[src/rtl/core/ctlv_pkg.sv]
// Shared types and constants for the comprehension-TLV header parser.
`default_nettype none

package ctlv_pkg;

  localparam int POSITION_BITS_DEF = 16;
  localparam int OFFSET_W          = 16;
  localparam int LENGTH_W          = 24;
  localparam int TAG_W             = 15;

  localparam logic [7:0]  TAG_EXT_BYTE  = 8'h7f;
  localparam logic [7:0]  TAG_BAD_ZERO  = 8'h00;
  localparam logic [7:0]  TAG_BAD_HALF  = 8'h80;
  localparam logic [7:0]  TAG_BAD_ONES  = 8'hff;
  localparam logic [7:0]  LEN_LONG_MARK = 8'h80;
  localparam logic [7:0]  LEN_FORM_ONE  = 8'h81;
  localparam logic [7:0]  LEN_FORM_TWO  = 8'h82;
  localparam logic [7:0]  LEN_FORM_THREE = 8'h83;
  localparam logic [23:0] LEN_MIN_ONE   = 24'h000080;
  localparam logic [23:0] LEN_MIN_TWO   = 24'h000100;
  localparam logic [23:0] LEN_MIN_THREE = 24'h010000;
  localparam logic [15:0] TAG_CR_MASK   = 16'h8000;

  typedef enum logic [2:0] {
    PH_SKIP,
    PH_TAG,
    PH_TAGHI,
    PH_TAGLO,
    PH_LEN,
    PH_LENX,
    PH_VALUE
  } phase_t;

  typedef enum logic [2:0] {
    KIND_HEADER    = 3'd0,
    KIND_BAD_TAG   = 3'd1,
    KIND_BAD_LEN   = 3'd2,
    KIND_TRUNCATED = 3'd3,
    KIND_END       = 3'd4
  } kind_t;

  typedef struct packed {
    logic [7:0] data_byte;
    logic       last_byte;
  } byte_item_t;

  typedef struct packed {
    logic [2:0]          kind;
    logic [TAG_W-1:0]    tag_value;
    logic                comprehension_required;
    logic [LENGTH_W-1:0] value_length;
    logic [OFFSET_W-1:0] value_offset;
    logic                buffer_end;
  } result_item_t;

  // Held byte request between the input register and the decoder.
  typedef struct packed {
    logic       valid;
    byte_item_t item;
  } byte_req_t;

  // Result request between the decoder and the output register.
  typedef struct packed {
    logic         valid;
    result_item_t item;
  } result_req_t;

endpackage

`default_nettype wire

[src/rtl/core/ctlv_chan_if.sv]
// Valid/ready channel interface with a typed payload.
`default_nettype none

interface ctlv_chan_if #(
  parameter type payload_t = logic
);
  logic     valid;
  logic     ready;
  payload_t payload;

  modport source (output valid, output payload, input ready);
  modport sink   (input valid, input payload, output ready);
endinterface

`default_nettype wire

[src/rtl/core/comprehension_tlv_header_parser.sv]
// Top level of the comprehension-TLV header parser.
//
// byte_stream carries one buffer byte per request with last_byte marking the
// final byte. result_stream carries one result per complete TLV header, per
// error and per buffer end (buffer_end = 1); a header or error on the final
// byte is that end result. cfg writes start_offset, the bytes skipped at the
// head of each buffer; write it only while no bytes are in flight. cfg is always ready.
//
// Throughput is one byte per cycle while the receiver takes results: a byte
// waits in the input register, is decoded combinationally against the parser
// state and its result, if any, lands in the result register. When the
// receiver stalls, the result register holds and the input register fills;
// byte_stream.ready drops only when both are occupied and the result is not
// taken.
//
// Reset clears the parser state, start_offset and both registers. After a
// byte with last_byte set the parser returns to its start-of-buffer state.
// Byte positions saturate at 2^POSITION_BITS - 1.
`default_nettype none

module comprehension_tlv_header_parser #(
  parameter int POSITION_BITS = ctlv_pkg::POSITION_BITS_DEF
) (
  input  wire          clk,
  input  wire          rst,
  ctlv_chan_if.sink    byte_stream,
  ctlv_chan_if.source  result_stream,
  ctlv_chan_if.sink    cfg
);

  logic                  advance;
  ctlv_pkg::byte_req_t   held;
  ctlv_pkg::result_req_t res;

  assign cfg.ready = 1'b1;

  ctlv_in_stage u_in (
    .clk      (clk),
    .rst      (rst),
    .in_valid (byte_stream.valid),
    .in_item  (byte_stream.payload),
    .in_ready (byte_stream.ready),
    .advance  (advance),
    .held     (held)
  );

  ctlv_decoder #(
    .POSITION_BITS (POSITION_BITS)
  ) u_dec (
    .clk      (clk),
    .rst      (rst),
    .cfg_we   (cfg.valid),
    .cfg_data (cfg.payload),
    .held     (held),
    .advance  (advance),
    .res      (res)
  );

  ctlv_out_stage u_out (
    .clk       (clk),
    .rst       (rst),
    .res       (res),
    .advance   (advance),
    .out_valid (result_stream.valid),
    .out_item  (result_stream.payload),
    .out_ready (result_stream.ready)
  );

endmodule

`default_nettype wire

[src/rtl/core/ctlv_in_stage.sv]
// Input register: holds one accepted byte until the decoder consumes it.
`default_nettype none

module ctlv_in_stage (
  input  wire                    clk,
  input  wire                    rst,
  input  wire                    in_valid,
  input  ctlv_pkg::byte_item_t   in_item,
  output logic                   in_ready,
  input  wire                    advance,
  output ctlv_pkg::byte_req_t    held
);

  logic                 valid_q;
  ctlv_pkg::byte_item_t item_q;

  assign in_ready   = !valid_q || advance;
  assign held.valid = valid_q;
  assign held.item  = item_q;

  always_ff @(posedge clk) begin
    if (rst) begin
      valid_q <= 1'b0;
    end else if (in_ready) begin
      valid_q <= in_valid;
    end
  end

  always_ff @(posedge clk) begin
    if (in_valid && in_ready) begin
      item_q <= in_item;
    end
  end

endmodule

`default_nettype wire

[src/rtl/core/ctlv_decoder.sv]
// Parser state and per-byte decode of the TLV header chain.
`default_nettype none

module ctlv_decoder #(
  parameter int POSITION_BITS = ctlv_pkg::POSITION_BITS_DEF
) (
  input  wire                                clk,
  input  wire                                rst,
  input  wire                                cfg_we,
  input  wire [ctlv_pkg::OFFSET_W-1:0]       cfg_data,
  input  ctlv_pkg::byte_req_t                held,
  input  wire                                advance,
  output ctlv_pkg::result_req_t              res
);

  localparam int OW = ctlv_pkg::OFFSET_W;
  localparam int LW = ctlv_pkg::LENGTH_W;

  logic [OW-1:0]            start_offset;
  ctlv_pkg::phase_t         phase, phase_next;
  logic [POSITION_BITS-1:0] byte_position, byte_position_next;
  logic [15:0]              tag_acc, tag_acc_next;
  logic [LW-1:0]            len_acc, len_acc_next;
  logic [1:0]               len_left, len_left_next;
  logic [1:0]               len_form, len_form_next;
  logic [LW-1:0]            skip_left, skip_left_next;
  logic                     stopped, stopped_next;

  logic                     step;
  ctlv_pkg::phase_t         ph;
  logic                     done_header;
  logic                     has_kind;
  ctlv_pkg::kind_t          kind_code;
  logic [7:0]               b;
  logic                     last;
  logic [LW-1:0]            len_shift;
  logic [1:0]               left_dec;
  logic [LW-1:0]            skip_dec;
  logic [LW-1:0]            len_min;
  logic [POSITION_BITS+OW-1:0] pos_ext;
  logic [POSITION_BITS+OW-1:0] start_ext;
  logic [POSITION_BITS+OW-1:0] voff_ext;

  assign step      = held.valid && advance;
  assign b         = held.item.data_byte;
  assign last      = held.item.last_byte;
  assign pos_ext   = {{OW{1'b0}}, byte_position};
  assign start_ext = {{POSITION_BITS{1'b0}}, start_offset};
  assign len_shift = {len_acc[LW-9:0], b};
  assign left_dec  = (len_left != 2'd0) ? len_left - 2'd1 : len_left;
  assign skip_dec  = (skip_left != '0) ? skip_left - 1'b1 : skip_left;

  always_comb begin
    unique case (len_form)
      2'd1:    len_min = ctlv_pkg::LEN_MIN_ONE;
      2'd2:    len_min = ctlv_pkg::LEN_MIN_TWO;
      default: len_min = ctlv_pkg::LEN_MIN_THREE;
    endcase
  end

  always_comb begin
    phase_next         = phase;
    tag_acc_next       = tag_acc;
    len_acc_next       = len_acc;
    len_left_next      = len_left;
    len_form_next      = len_form;
    skip_left_next     = skip_left;
    stopped_next       = stopped;
    byte_position_next = (byte_position != '1) ? byte_position + 1'b1 : byte_position;
    voff_ext           = {{OW{1'b0}}, byte_position_next};
    done_header        = 1'b0;
    has_kind           = 1'b0;
    kind_code          = ctlv_pkg::KIND_END;
    ph                 = phase;
    res.item           = '0;

    if (!stopped) begin
      if (phase == ctlv_pkg::PH_SKIP && pos_ext >= start_ext) begin
        ph = ctlv_pkg::PH_TAG;
      end
      phase_next = ph;
      unique case (ph)
        ctlv_pkg::PH_TAG: begin
          if (b == ctlv_pkg::TAG_BAD_ZERO || b == ctlv_pkg::TAG_BAD_HALF ||
              b == ctlv_pkg::TAG_BAD_ONES) begin
            has_kind     = 1'b1;
            kind_code    = ctlv_pkg::KIND_BAD_TAG;
            stopped_next = 1'b1;
          end else if (b == ctlv_pkg::TAG_EXT_BYTE) begin
            phase_next = ctlv_pkg::PH_TAGHI;
          end else begin
            tag_acc_next = {b[7], 8'h00, b[6:0]};
            phase_next   = ctlv_pkg::PH_LEN;
          end
        end
        ctlv_pkg::PH_TAGHI: begin
          tag_acc_next = {b, 8'h00};
          phase_next   = ctlv_pkg::PH_TAGLO;
        end
        ctlv_pkg::PH_TAGLO: begin
          tag_acc_next = {tag_acc[15:8], tag_acc[7:0] | b};
          phase_next   = ctlv_pkg::PH_LEN;
        end
        ctlv_pkg::PH_LEN: begin
          if (b < ctlv_pkg::LEN_LONG_MARK) begin
            len_acc_next = {{(LW-8){1'b0}}, b};
            done_header  = 1'b1;
          end else if (b == ctlv_pkg::LEN_FORM_ONE || b == ctlv_pkg::LEN_FORM_TWO ||
                       b == ctlv_pkg::LEN_FORM_THREE) begin
            len_form_next = b[1:0];
            len_left_next = b[1:0];
            len_acc_next  = '0;
            phase_next    = ctlv_pkg::PH_LENX;
          end else begin
            has_kind     = 1'b1;
            kind_code    = ctlv_pkg::KIND_BAD_LEN;
            stopped_next = 1'b1;
          end
        end
        ctlv_pkg::PH_LENX: begin
          len_acc_next  = len_shift;
          len_left_next = left_dec;
          if (left_dec == 2'd0) begin
            // reject a length that fits a shorter form
            if (len_shift < len_min) begin
              has_kind     = 1'b1;
              kind_code    = ctlv_pkg::KIND_BAD_LEN;
              stopped_next = 1'b1;
            end else begin
              done_header = 1'b1;
            end
          end
        end
        ctlv_pkg::PH_VALUE: begin
          skip_left_next = skip_dec;
          if (skip_dec == '0) begin
            phase_next = ctlv_pkg::PH_TAG;
          end
        end
        default: begin
        end
      endcase

      if (done_header) begin
        has_kind                        = 1'b1;
        kind_code                       = ctlv_pkg::KIND_HEADER;
        res.item.tag_value              = tag_acc[14:0];
        res.item.comprehension_required = tag_acc[15];
        res.item.value_length           = len_acc_next;
        res.item.value_offset           = voff_ext[OW-1:0];
        skip_left_next                  = len_acc_next;
        phase_next = (len_acc_next != '0) ? ctlv_pkg::PH_VALUE : ctlv_pkg::PH_TAG;
      end
    end

    if (last && !has_kind) begin
      has_kind = 1'b1;
      if (!stopped && (phase_next == ctlv_pkg::PH_TAGHI || phase_next == ctlv_pkg::PH_TAGLO ||
                       phase_next == ctlv_pkg::PH_LEN || phase_next == ctlv_pkg::PH_LENX)) begin
        kind_code = ctlv_pkg::KIND_TRUNCATED;
      end else begin
        kind_code = ctlv_pkg::KIND_END;
      end
    end

    res.item.kind       = kind_code;
    res.item.buffer_end = last;
    res.valid           = step && has_kind;

    // close the buffer: back to the start-of-buffer state
    if (last) begin
      phase_next         = ctlv_pkg::PH_SKIP;
      byte_position_next = '0;
      tag_acc_next       = '0;
      len_acc_next       = '0;
      len_left_next      = '0;
      len_form_next      = '0;
      skip_left_next     = '0;
      stopped_next       = 1'b0;
    end
  end

  always_ff @(posedge clk) begin
    if (rst) begin
      start_offset <= '0;
    end else if (cfg_we) begin
      start_offset <= cfg_data;
    end
  end

  always_ff @(posedge clk) begin
    if (rst) begin
      phase         <= ctlv_pkg::PH_SKIP;
      byte_position <= '0;
      tag_acc       <= '0;
      len_acc       <= '0;
      len_left      <= '0;
      len_form      <= '0;
      skip_left     <= '0;
      stopped       <= 1'b0;
    end else if (step) begin
      phase         <= phase_next;
      byte_position <= byte_position_next;
      tag_acc       <= tag_acc_next;
      len_acc       <= len_acc_next;
      len_left      <= len_left_next;
      len_form      <= len_form_next;
      skip_left     <= skip_left_next;
      stopped       <= stopped_next;
    end
  end

  a_last_gives_result: assert property (@(posedge clk) disable iff (rst)
    step && last |-> res.valid && res.item.buffer_end)
    else $error("closing byte produced no result");

  a_last_clears_position: assert property (@(posedge clk) disable iff (rst)
    step && last |=> byte_position == '0 && !stopped && phase == ctlv_pkg::PH_SKIP)
    else $error("parser not cleared after buffer end");

  a_error_fields_zero: assert property (@(posedge clk) disable iff (rst)
    res.valid && res.item.kind != ctlv_pkg::KIND_HEADER |->
      res.item.value_length == '0 && res.item.value_offset == '0 &&
      res.item.tag_value == '0 && !res.item.comprehension_required)
    else $error("non-header result carries header fields");

  a_lenx_has_bytes: assert property (@(posedge clk) disable iff (rst)
    phase == ctlv_pkg::PH_LENX && !stopped |-> len_left != 2'd0)
    else $error("long length form with no bytes left");

  a_value_has_skip: assert property (@(posedge clk) disable iff (rst)
    phase == ctlv_pkg::PH_VALUE && !stopped |-> skip_left != '0)
    else $error("value skip entered with zero count");

endmodule

`default_nettype wire

[src/rtl/core/ctlv_out_stage.sv]
// Result register: holds one result until the receiver takes it.
`default_nettype none

module ctlv_out_stage (
  input  wire                     clk,
  input  wire                     rst,
  input  ctlv_pkg::result_req_t   res,
  output logic                    advance,
  output logic                    out_valid,
  output ctlv_pkg::result_item_t  out_item,
  input  wire                     out_ready
);

  // advance when the register is empty or its result is taken this cycle
  assign advance = !out_valid || out_ready;

  always_ff @(posedge clk) begin
    if (rst) begin
      out_valid <= 1'b0;
    end else if (advance) begin
      out_valid <= res.valid;
    end
  end

  always_ff @(posedge clk) begin
    if (advance && res.valid) begin
      out_item <= res.item;
    end
  end

endmodule

`default_nettype wire
[src/flat_wrapper.sv]
// flat-port wrapper written by rule: the top's interface ports become plain ports
module comprehension_tlv_header_parser_flat 
#(
  parameter int POSITION_BITS = ctlv_pkg::POSITION_BITS_DEF
)
  (clk, rst, byte_stream_valid, byte_stream_payload, byte_stream_ready, result_stream_valid, result_stream_payload, result_stream_ready, cfg_valid, cfg_payload, cfg_ready);
  ctlv_chan_if byte_stream_i ();
  ctlv_chan_if result_stream_i ();
  ctlv_chan_if cfg_i ();
  input  wire clk;
  input  wire rst;
  input wire logic [$bits(byte_stream_i.valid)-1:0] byte_stream_valid;
  input wire logic [$bits(byte_stream_i.payload)-1:0] byte_stream_payload;
  output wire logic [$bits(byte_stream_i.ready)-1:0] byte_stream_ready;
  output wire logic [$bits(result_stream_i.valid)-1:0] result_stream_valid;
  output wire logic [$bits(result_stream_i.payload)-1:0] result_stream_payload;
  input wire logic [$bits(result_stream_i.ready)-1:0] result_stream_ready;
  input wire logic [$bits(cfg_i.valid)-1:0] cfg_valid;
  input wire logic [$bits(cfg_i.payload)-1:0] cfg_payload;
  output wire logic [$bits(cfg_i.ready)-1:0] cfg_ready;
  assign byte_stream_i.valid = byte_stream_valid;
  assign byte_stream_i.payload = byte_stream_payload;
  assign byte_stream_ready = byte_stream_i.ready;
  assign result_stream_valid = result_stream_i.valid;
  assign result_stream_payload = result_stream_i.payload;
  assign result_stream_i.ready = result_stream_ready;
  assign cfg_i.valid = cfg_valid;
  assign cfg_i.payload = cfg_payload;
  assign cfg_ready = cfg_i.ready;
  comprehension_tlv_header_parser #(.POSITION_BITS(POSITION_BITS)) u_core (.clk(clk), .rst(rst), .byte_stream(byte_stream_i), .result_stream(result_stream_i), .cfg(cfg_i));
endmodule
[config.mk]
export PLATFORM = sky130hd
export DESIGN_NAME = comprehension_tlv_header_parser_flat
export DESIGN_NICKNAME = d
export VERILOG_FILES = /design/src/rtl/core/ctlv_pkg.sv /design/src/rtl/core/ctlv_chan_if.sv /design/src/rtl/core/comprehension_tlv_header_parser.sv /design/src/rtl/core/ctlv_in_stage.sv /design/src/rtl/core/ctlv_decoder.sv /design/src/rtl/core/ctlv_out_stage.sv /design/src/flat_wrapper.sv
export SDC_FILE = /design/constraint.sdc
export NUM_CORES = 1
export LEC_CHECK = 0
export BUFFER_PORTS_ARGS = -buffer_cell sky130_fd_sc_hd__clkbuf_2
export CELL_PAD_IN_SITES_DETAIL_PLACEMENT = 0
export CELL_PAD_IN_SITES_GLOBAL_PLACEMENT = 1
export CORE_MARGIN = 2
export CORE_UTILIZATION = 45
export DETAILED_ROUTE_END_ITERATION = 16
export GPL_TIMING_DRIVEN = 0
export HOLD_SLACK_MARGIN = 0.12
export PLACE_DENSITY_LB_ADDON = 0.1
export SKIP_CTS_REPAIR_TIMING = 1
export SLEW_MARGIN = 20
export SYNTH_ARGS = -nofsm -noshare
export SYNTH_HDL_FRONTEND = slang
export SYNTH_SLANG_ARGS = --single-unit
[constraint.sdc]
create_clock -name clk -period 4.5 [get_ports clk]
set_clock_uncertainty 0.15 [all_clocks]
set_input_delay 0.675 -clock clk [delete_from_list [all_inputs] [get_ports clk]]
set_output_delay 0.675 -clock clk [all_outputs]
set_load 0.03 [all_outputs]
==> out/results.ini, run 1 <==
[die]
dieArea_sq_mm=0.00959
io_pins=11
die_h_microns=97.9
fp.dieW_microns=97.9
coreArea_sq_mm=0.00864
start_util_pct=46.0
rows=34

[layout]
drive_gt1_share_pct=9.96
final_nets=547
area.growth.synth_to_final_pct=10.9
final_core_util_pct=51.0
final_common_cell=nor2_1
multiInputGateArea_sq_mm=0.00227
fill_cells=860
final_cell_mix=nor2_1 (74), dfxtp_1 (69), nand2_1 (47), o21ai_0 (40), a21oi_1 (31)
fin_area_sq_mm=0.00440
diodes=0
seqCellArea_sq_mm=0.00144

[logic_synthesis]
yosysSeqAreaShare_pct=36.3
synth.avg_cell_area_sq_um=7.68
yosysWarnings=0
synthArstFlopShare_pct=0
synth_edf_count=2
yosysTopAreaCell=dfxtp_1
synthCells=517
ys_ff_latch=71
yosysUniqueCellTypes=64
synthesis.nets=527
synthTopCellsByArea=dfxtp_1 (35%), nor2_1 (7.0%), o21ai_0 (5.0%), nand2_1 (4.4%), a21oi_1 (3.9%)
ys.flop_type=dfxtp_1
syn_area_sq_mm=0.00397
synth_top_area_share_pct=34.8

[power]
p_total_uw=1470
power_per_cell_area_mw_per_mm2=334
leakage_uw=0.00166
worst_ir_drop_vdd_uv=221

[grt]
grt_pass1_wl_mm=18.4
grt_max_degree=14
antenna_found_initial=0
grt_remaining_overflow=0
grt_usage_pct=23.6
grt_pass1_vias=3631

[setup_path]
path_delay_family=compound AO/OA/AOI/OAI gates
crit_buf_inv=3
end_kind=register
rrSetupSlack_ps=1420
worstSetupStartpointType=register
crit_top_cell=clkbuf_1
required_ps=4570
critPathMaxStageDelay_ps=570
path_cells=clkbuf_1 > nand2b_1 > clkbuf_1 > a211oi_1 > nor3_1 > nor2_1 > clkbuf_1 > o21ai_0 > a22oi_1 > nor2_1
crit_slowest_cell=a211oi_1
critPathMaxFanout=10
crit_arrival_ps=3160
crit_type=register to register

[placement]
dpl-instance-area_sq_mm=0.00415
io_buffers=9
dp_slack_ps=1460
dp_hpwl_mm=8.00
gp_congestion=0.891

[detailed_routing]
drt_pass1_iterations=5
drc=0
routedWlPerCell_microns=17.1
drt_iter0_markers=234
post_drt_via_cell_ratio=5.95
drt-total-wl_mm=11.1
ant_nets=0
vias=3868

[sta]
final_max_slew_viol_count=0
relSlewSlack_pct=43.8
fmax_mhz=324
fin_ws_ps=1420
hold_viol_final=0
finalCritPeriodShare_pct=68.6
setup_viol=0
final.setup.tns_ps=0
final.min_clock_period_ps=3080
worstMarginPinSlew_ps=843
rsz0062_at_grt=no

[clock_tree]
clockBufferDepth=2
path_clk_slew_ps=90
cts_htree_levels=3
cts_sinks=71
cts_tree=done
cts_root_buf=clkbuf_8
insertion_delay_ps=360
cts_made_buffers=9

[hold_path]
hp-class=register to register

[run_status]
status=complete, no violations

[flow_run]
maxCapViolations=0

final cells by class:
type / count / share of cell area (%)
multi-input cells: 399 / 51.6
flip-flops and latches: 71 / 32.7
plain buffers: 35 / 4.74
clock buffers: 10 / 3.13
well taps: 108 / 3.07
clock inverters: 6 / 2.64
repair buffers: 9 / 1.02
inverters: 12 / 1.02
flip-flops by register name, summed over array words and instances, names as in the netlist:
name / cells
u_core.u_dec.stopped: 1
u_core.u_dec.len_left: 2
u_core.u_dec.start_offset: 1
u_core.u_in.valid_q: 1
u_core.u_dec.phase: 3
u_core.u_dec.skip_left: 24
u_core.u_out.out_item: 1
u_core.u_dec.len_acc: 20
u_core.u_dec.byte_position: 16
u_core.u_out.out_valid: 1
u_core.u_in.held: 1
Yosys cell counts, types with 11 or more instances:
cell	count
nor2_1	74
dfxtp_1	69
nand2_1	47
o21ai_0	40
a21oi_1	31
a22oi_1	19
clkbuf_1	18
nand3_1	18
nor3_1	17
inv_1	12
nor4_1	11
or3_1	11
power by group:
group          switching, uW  leakage [uW]  internal [uW]
logic                    117      0.000953           61.6
clock network            263      0.000127            387
registers               5.44      0.000576            637
per-stage QoR:
stage                     hold slack, ps  std cells
final                                318        650
after CTS                            324        650
after global placement               284        634
after floorplan                      274        517
after global routing                 328        650
after detailed placement             302        634
worst paths after layout:
| check | startpoint | end | depth (start not counted) |
|---|---|---|---|
| max | u_core.u_dec.phase[1] | u_core.u_dec.skip_left[14] | 10 |
| min | u_core.u_in.held[0] | u_core.u_out.out_item[0] | 0 |
| max reg2reg | u_core.u_dec.phase[1] | u_core.u_dec.skip_left[14] | 10 |
| min reg2reg | u_core.u_in.held[0] | u_core.u_out.out_item[0] | 0 |
cell families after synthesis:
group / share of synthesized area [%]
multiplexers: 0.504
adder cells (fa/ha/maj): 0.946
flip-flops: 36.3
AND/OR/NAND/NOR: 31.4
AO/OA/AOI/OAI: 22.1
XOR/XNOR: 2.21
buffers and inverters: 6.40
other: 0.0945
metal layers:
metal	wire length (microns)	vias to the layer above	track usage, %
met2	5180	114	38.5
met5	0	-	0
li1	-	1926	-
met4	129	0	6.84
met3	604	15	3.94
met1	5210	1813	32.3
worst register-to-register path, cell delays in order, from the launching register on:
cell and delay (ps):
dfxtp_1 300, clkbuf_1 190, nand2b_1 190, clkbuf_1 230
a211oi_1 570, nor3_1 120, nor2_1 340, clkbuf_1 460
o21ai_0 170, a22oi_1 170, nor2_1 60
Note: power is estimated with default switching activity, not from simulation.
==> run 2: changes to the inputs <==
clock period = 3.1 ns   (was 4.5 ns; I/O delays follow)
==> out/results.ini, run 2 (synthesis results as in run 1) <==
[placement]
place_inst=634
dp_hpwl_mm=8.00
gp_congestion=0.891
dpl-instance-area_sq_mm=0.00415
io_buffers=9

[power]
leakage_uw=0.00168
p_switching_uw=562
power_per_cell_area_mw_per_mm2=480
power_frac_seq_pct=43.6
clkPwrFrac_pct=44.1
p_total_uw=2140
p_int_uw=1580
swShare_pct=26.3
worst_ir_drop_vdd_uv=320
p_comb_share_pct=12.3

[detailed_routing]
vias=3862
drt_iter0_markers=226
ant_nets=0
drt-total-wl_mm=11.2
drc=0
drt_pass1_iterations=5
routedWlPerCell_microns=17.2
post_drt_via_cell_ratio=5.93

[setup_path]
ff2ff_path_depth=9
crit_start=u_core.u_dec.skip_left[12]
crit_type=register to register
rr_endpoint=u_core.u_dec.phase[1]
worstSetupStartpointType=register
timing.rr.start=u_core.u_dec.skip_left[12]
required_ps=3190
rrSetupSlack_ps=110
end_kind=register
critPathMaxFanout=9
crit_arrival_ps=3080

[clock_tree]
clockBufferDepth=2
cts_sinks=71
cts_root_buf=clkbuf_8
cts_made_buffers=9
path_clk_slew_ps=90
cts_htree_levels=3
cts_tree=done
insertion_delay_ps=360

[layout]
final_core_util_pct=51.6
final_cell_mix=nor2_1 (74), dfxtp_1 (69), nand2_1 (47), o21ai_0 (40), a21oi_1 (30)
reg_top3=u_core.u_dec.skip_left (24), u_core.u_dec.len_acc (20), u_core.u_dec.byte_position (16)
fill_cells=859
drive_gt1_share_pct=11.8
final_common_cell=nor2_1
fin_area_sq_mm=0.00446
largest_register_ffs=24
diodes=0
area.growth.synth_to_final_pct=12.3
fin_cells=651
final_nets=548
largest-register=u_core.u_dec.skip_left

[die]
rows=34
start_util_pct=46.0
io_pins=11
fp.dieW_microns=97.9
dieArea_sq_mm=0.00959
coreArea_sq_mm=0.00864
die_h_microns=97.9

[sta]
setup_viol=0
rsz0062_at_grt=no
hold_viol_final=0
final_max_slew_viol_count=0
finalCritPeriodShare_pct=96.4
worstMarginPinSlew_ps=688
final.setup.tns_ps=0
relSlewSlack_pct=53.7
fmax_mhz=334
final.min_clock_period_ps=2990

[grt]
grt_pass1_vias=3631
antenna_found_initial=0
grt_usage_pct=23.6
grt_remaining_overflow=0
grt_max_degree=14
grt_pass1_wl_mm=18.4

[flow_run]
maxCapViolations=0

[hold_path]
hold_end=u_core.u_in.valid_q
min_from=byte_stream_valid
min_delay_path_depth=3
hp-class=primary input to register

[run_status]
status=complete, no violations

-- run 2: power by group through the flow --
stage | registers, uW | clock network, uW | logic, uW
final | 933 | 944 | 263
after detailed placement | 955 | 0 | 255
after floorplan | 955 | 0 | 184
after CTS | 933 | 964 | 256
after global placement | 954 | 0 | 254
after global routing | 935 | 999 | 287
-- run 2: worst max path at each step --
| stage | slack [ps] | to |
|---|---|---|
| floorplan | 450 | u_core.u_dec.phase[1] |
| global placement | 60 | u_core.u_dec.skip_left[20] |
| detailed placement | 60 | u_core.u_dec.skip_left[13] |
| CTS | 40 | u_core.u_dec.skip_left[17] |
| global route | 10 | u_core.u_dec.phase[1] |
| finish | 110 | u_core.u_dec.phase[1] |
-- run 2: layer usage --
layer | wire length [microns] | part of all wire, % | GRT usage (%) | vias up
li1 | - | - | - | 1923
met2 | 5200 | 46 | 38.5 | 103
met5 | 0 | 0 | 0 | -
met1 | 5310 | 47 | 32.3 | 1819
met4 | 170 | 1.5 | 6.84 | 0
met3 | 522 | 4.7 | 3.94 | 17
-- run 2: cell type report --
| class | instances | area [sq um] | area share [%] |
|---|---|---|---|
| inverters | 12 | 45.0 | 1.01 |
| multi-input cells | 399 | 2320 | 52.0 |
| clock buffers | 10 | 138 | 3.09 |
| well taps | 108 | 135 | 3.03 |
| clock inverters | 6 | 116 | 2.61 |
| flip-flops and latches | 71 | 1440 | 32.3 |
| repair buffers | 10 | 55.1 | 1.23 |
| plain buffers | 35 | 211 | 4.74 |
-- run 2: worst max-delay path, stage by stage (launching register included) --
cell and delay, ps:
dfxtp_1 320, buf_6 130, or4_1 510, buf_2 170, or3_4 440, o211ai_2 230, or3_2 160, and4_1 200
nand4_1 250, o2111a_1 320
-- run 2: through the flow --
step           hold WS [ps]  setup WS, ps
2_1_floorplan           274           448
3_3_place_gp            284          61.9
3_5_place_dp            302          62.4
4_1_cts                 119          39.9
5_1_grt                 213          9.68
6_report                178           110
==> run 3: changes to the inputs <==
CORE_UTILIZATION = 37   (was 45)
HOLD_SLACK_MARGIN = 0.15   (was 0.12)
==> out/results.ini, run 3 (synthesis results as in run 1) <==
[sta]
rsz0062_at_grt=no
fin_ws_ps=93.9
setup_viol=0
worstMarginPinSlew_ps=748
final.min_clock_period_ps=3010
final.setup.tns_ps=0
final_max_slew_viol_count=0
relSlewSlack_pct=49.7
whs_ps=177
fmax_mhz=333
finalCritPeriodShare_pct=97.0
hold_viol_final=0

[detailed_routing]
drt_pass1_iterations=5
drt_iter0_markers=161
post_drt_via_cell_ratio=5.67
drc=0
drt-total-wl_mm=11.4
routedWlPerCell_microns=16.8
vias=3855
ant_nets=0

[grt]
grt_pass1_wl_mm=18.6
antenna_found_initial=0
grt_max_degree=14
grt_remaining_overflow=0
grt_pass1_vias=3580
grt_usage_pct=20.6

[placement]
dp_hpwl_mm=8.45
gp_congestion=0.897
io_buffers=9
dp_slack_ps=5.92

[run_status]
status=complete, no violations

[hold_path]
hp-class=primary input to register

[clock_tree]
cts_tree=done
cts_sinks=71
cts_htree_levels=3
insertion_delay_ps=360
cts_made_buffers=9
cts_root_buf=clkbuf_8
path_clk_slew_ps=80
clockBufferDepth=2

[setup_path]
worstSetupStartpointType=register
required_ps=3200
critPathMaxFanout=9
crit_type=register to register
end_kind=register
crit_arrival_ps=3110

[layout]
area.growth.synth_to_final_pct=11.5
largest_register_ffs=24
fill_cells=1124
seqCellArea_sq_mm=0.00144
final_common_cell=nor2_1
final_nets=549
final_cell_mix=nor2_1 (74), dfxtp_1 (69), nand2_1 (47), o21ai_0 (40), a21oi_1 (30)
multiInputGateArea_sq_mm=0.00230
diodes=0
largest-register=u_core.u_dec.skip_left
drive_gt1_share_pct=11.4
reg_top3=u_core.u_dec.skip_left (24), u_core.u_dec.len_acc (20), u_core.u_dec.byte_position (16)

[die]
dieArea_sq_mm=0.0116
coreArea_sq_mm=0.0104
rows=37
die_h_microns=108
io_pins=11
fp.dieW_microns=108
start_util_pct=38.3

[power]
power_per_cell_area_mw_per_mm2=442
worst_ir_drop_vdd_uv=299
p_total_uw=1960
leakage_uw=0.00166

[flow_run]
maxCapViolations=0

[run 3: area by class of cell]
class | count | share of cell area, %
Inverter | 12 | 1.02
Buffer | 35 | 4.78
Timing Repair Buffer | 11 | 1.41
Clock inverter | 7 | 1.64
Sequential cell | 71 | 32.6
Tap cell | 136 | 3.84
Clock buffer | 9 | 2.80
Multi-Input combinational cell | 399 | 52.0
[run 3: stage by stage]
| step | utilization [%] | cell area (sq um) | instances |
|---|---|---|---|
| global route | 42.7 | 4430 | 680 |
| floorplan | - | 3970 | 517 |
| CTS | 42.3 | 4380 | 678 |
| global placement | 40.4 | 4190 | 662 |
| finish | 42.7 | 4430 | 680 |
| detailed placement | 40.4 | 4190 | 662 |
[run 3: path summary, 6_finish.rpt]
path	from	end	slack, ps	cells after the start
worst max-delay path	u_core.u_dec.skip_left[12]	u_core.u_dec.phase[2]	90	9
worst min register to register	u_core.u_in.held[0]	u_core.u_out.out_item[0]	310	0
worst min-delay path	byte_stream_valid	u_core.u_in.valid_q	180	3
worst max register to register	u_core.u_dec.skip_left[12]	u_core.u_dec.phase[2]	90	9
[run 3: layer usage]
| metal | GRT usage, % | share of wire (%) |
|---|---|---|
| met5 | 0 | 0 |
| met1 | 27.5 | 47 |
| met2 | 34.3 | 47 |
| met4 | 5.49 | 1.5 |
| met3 | 3.69 | 3.9 |
[run 3: power by group]
part	internal [uW]	switching, uW	total, uW
sequential	925	8.11	933
clock	373	384	757
combinational	93.3	173	267
[run 3: worst max-delay path, cell delays in order, from the launching register on]
cell and delay (ps):
dfxtp_1 310, buf_6 130, or4_1 510, buf_2 180, or3_4 440, o211ai_2 240, or3_2 170, and4_1 200
nand4_1 250, a41o_1 320
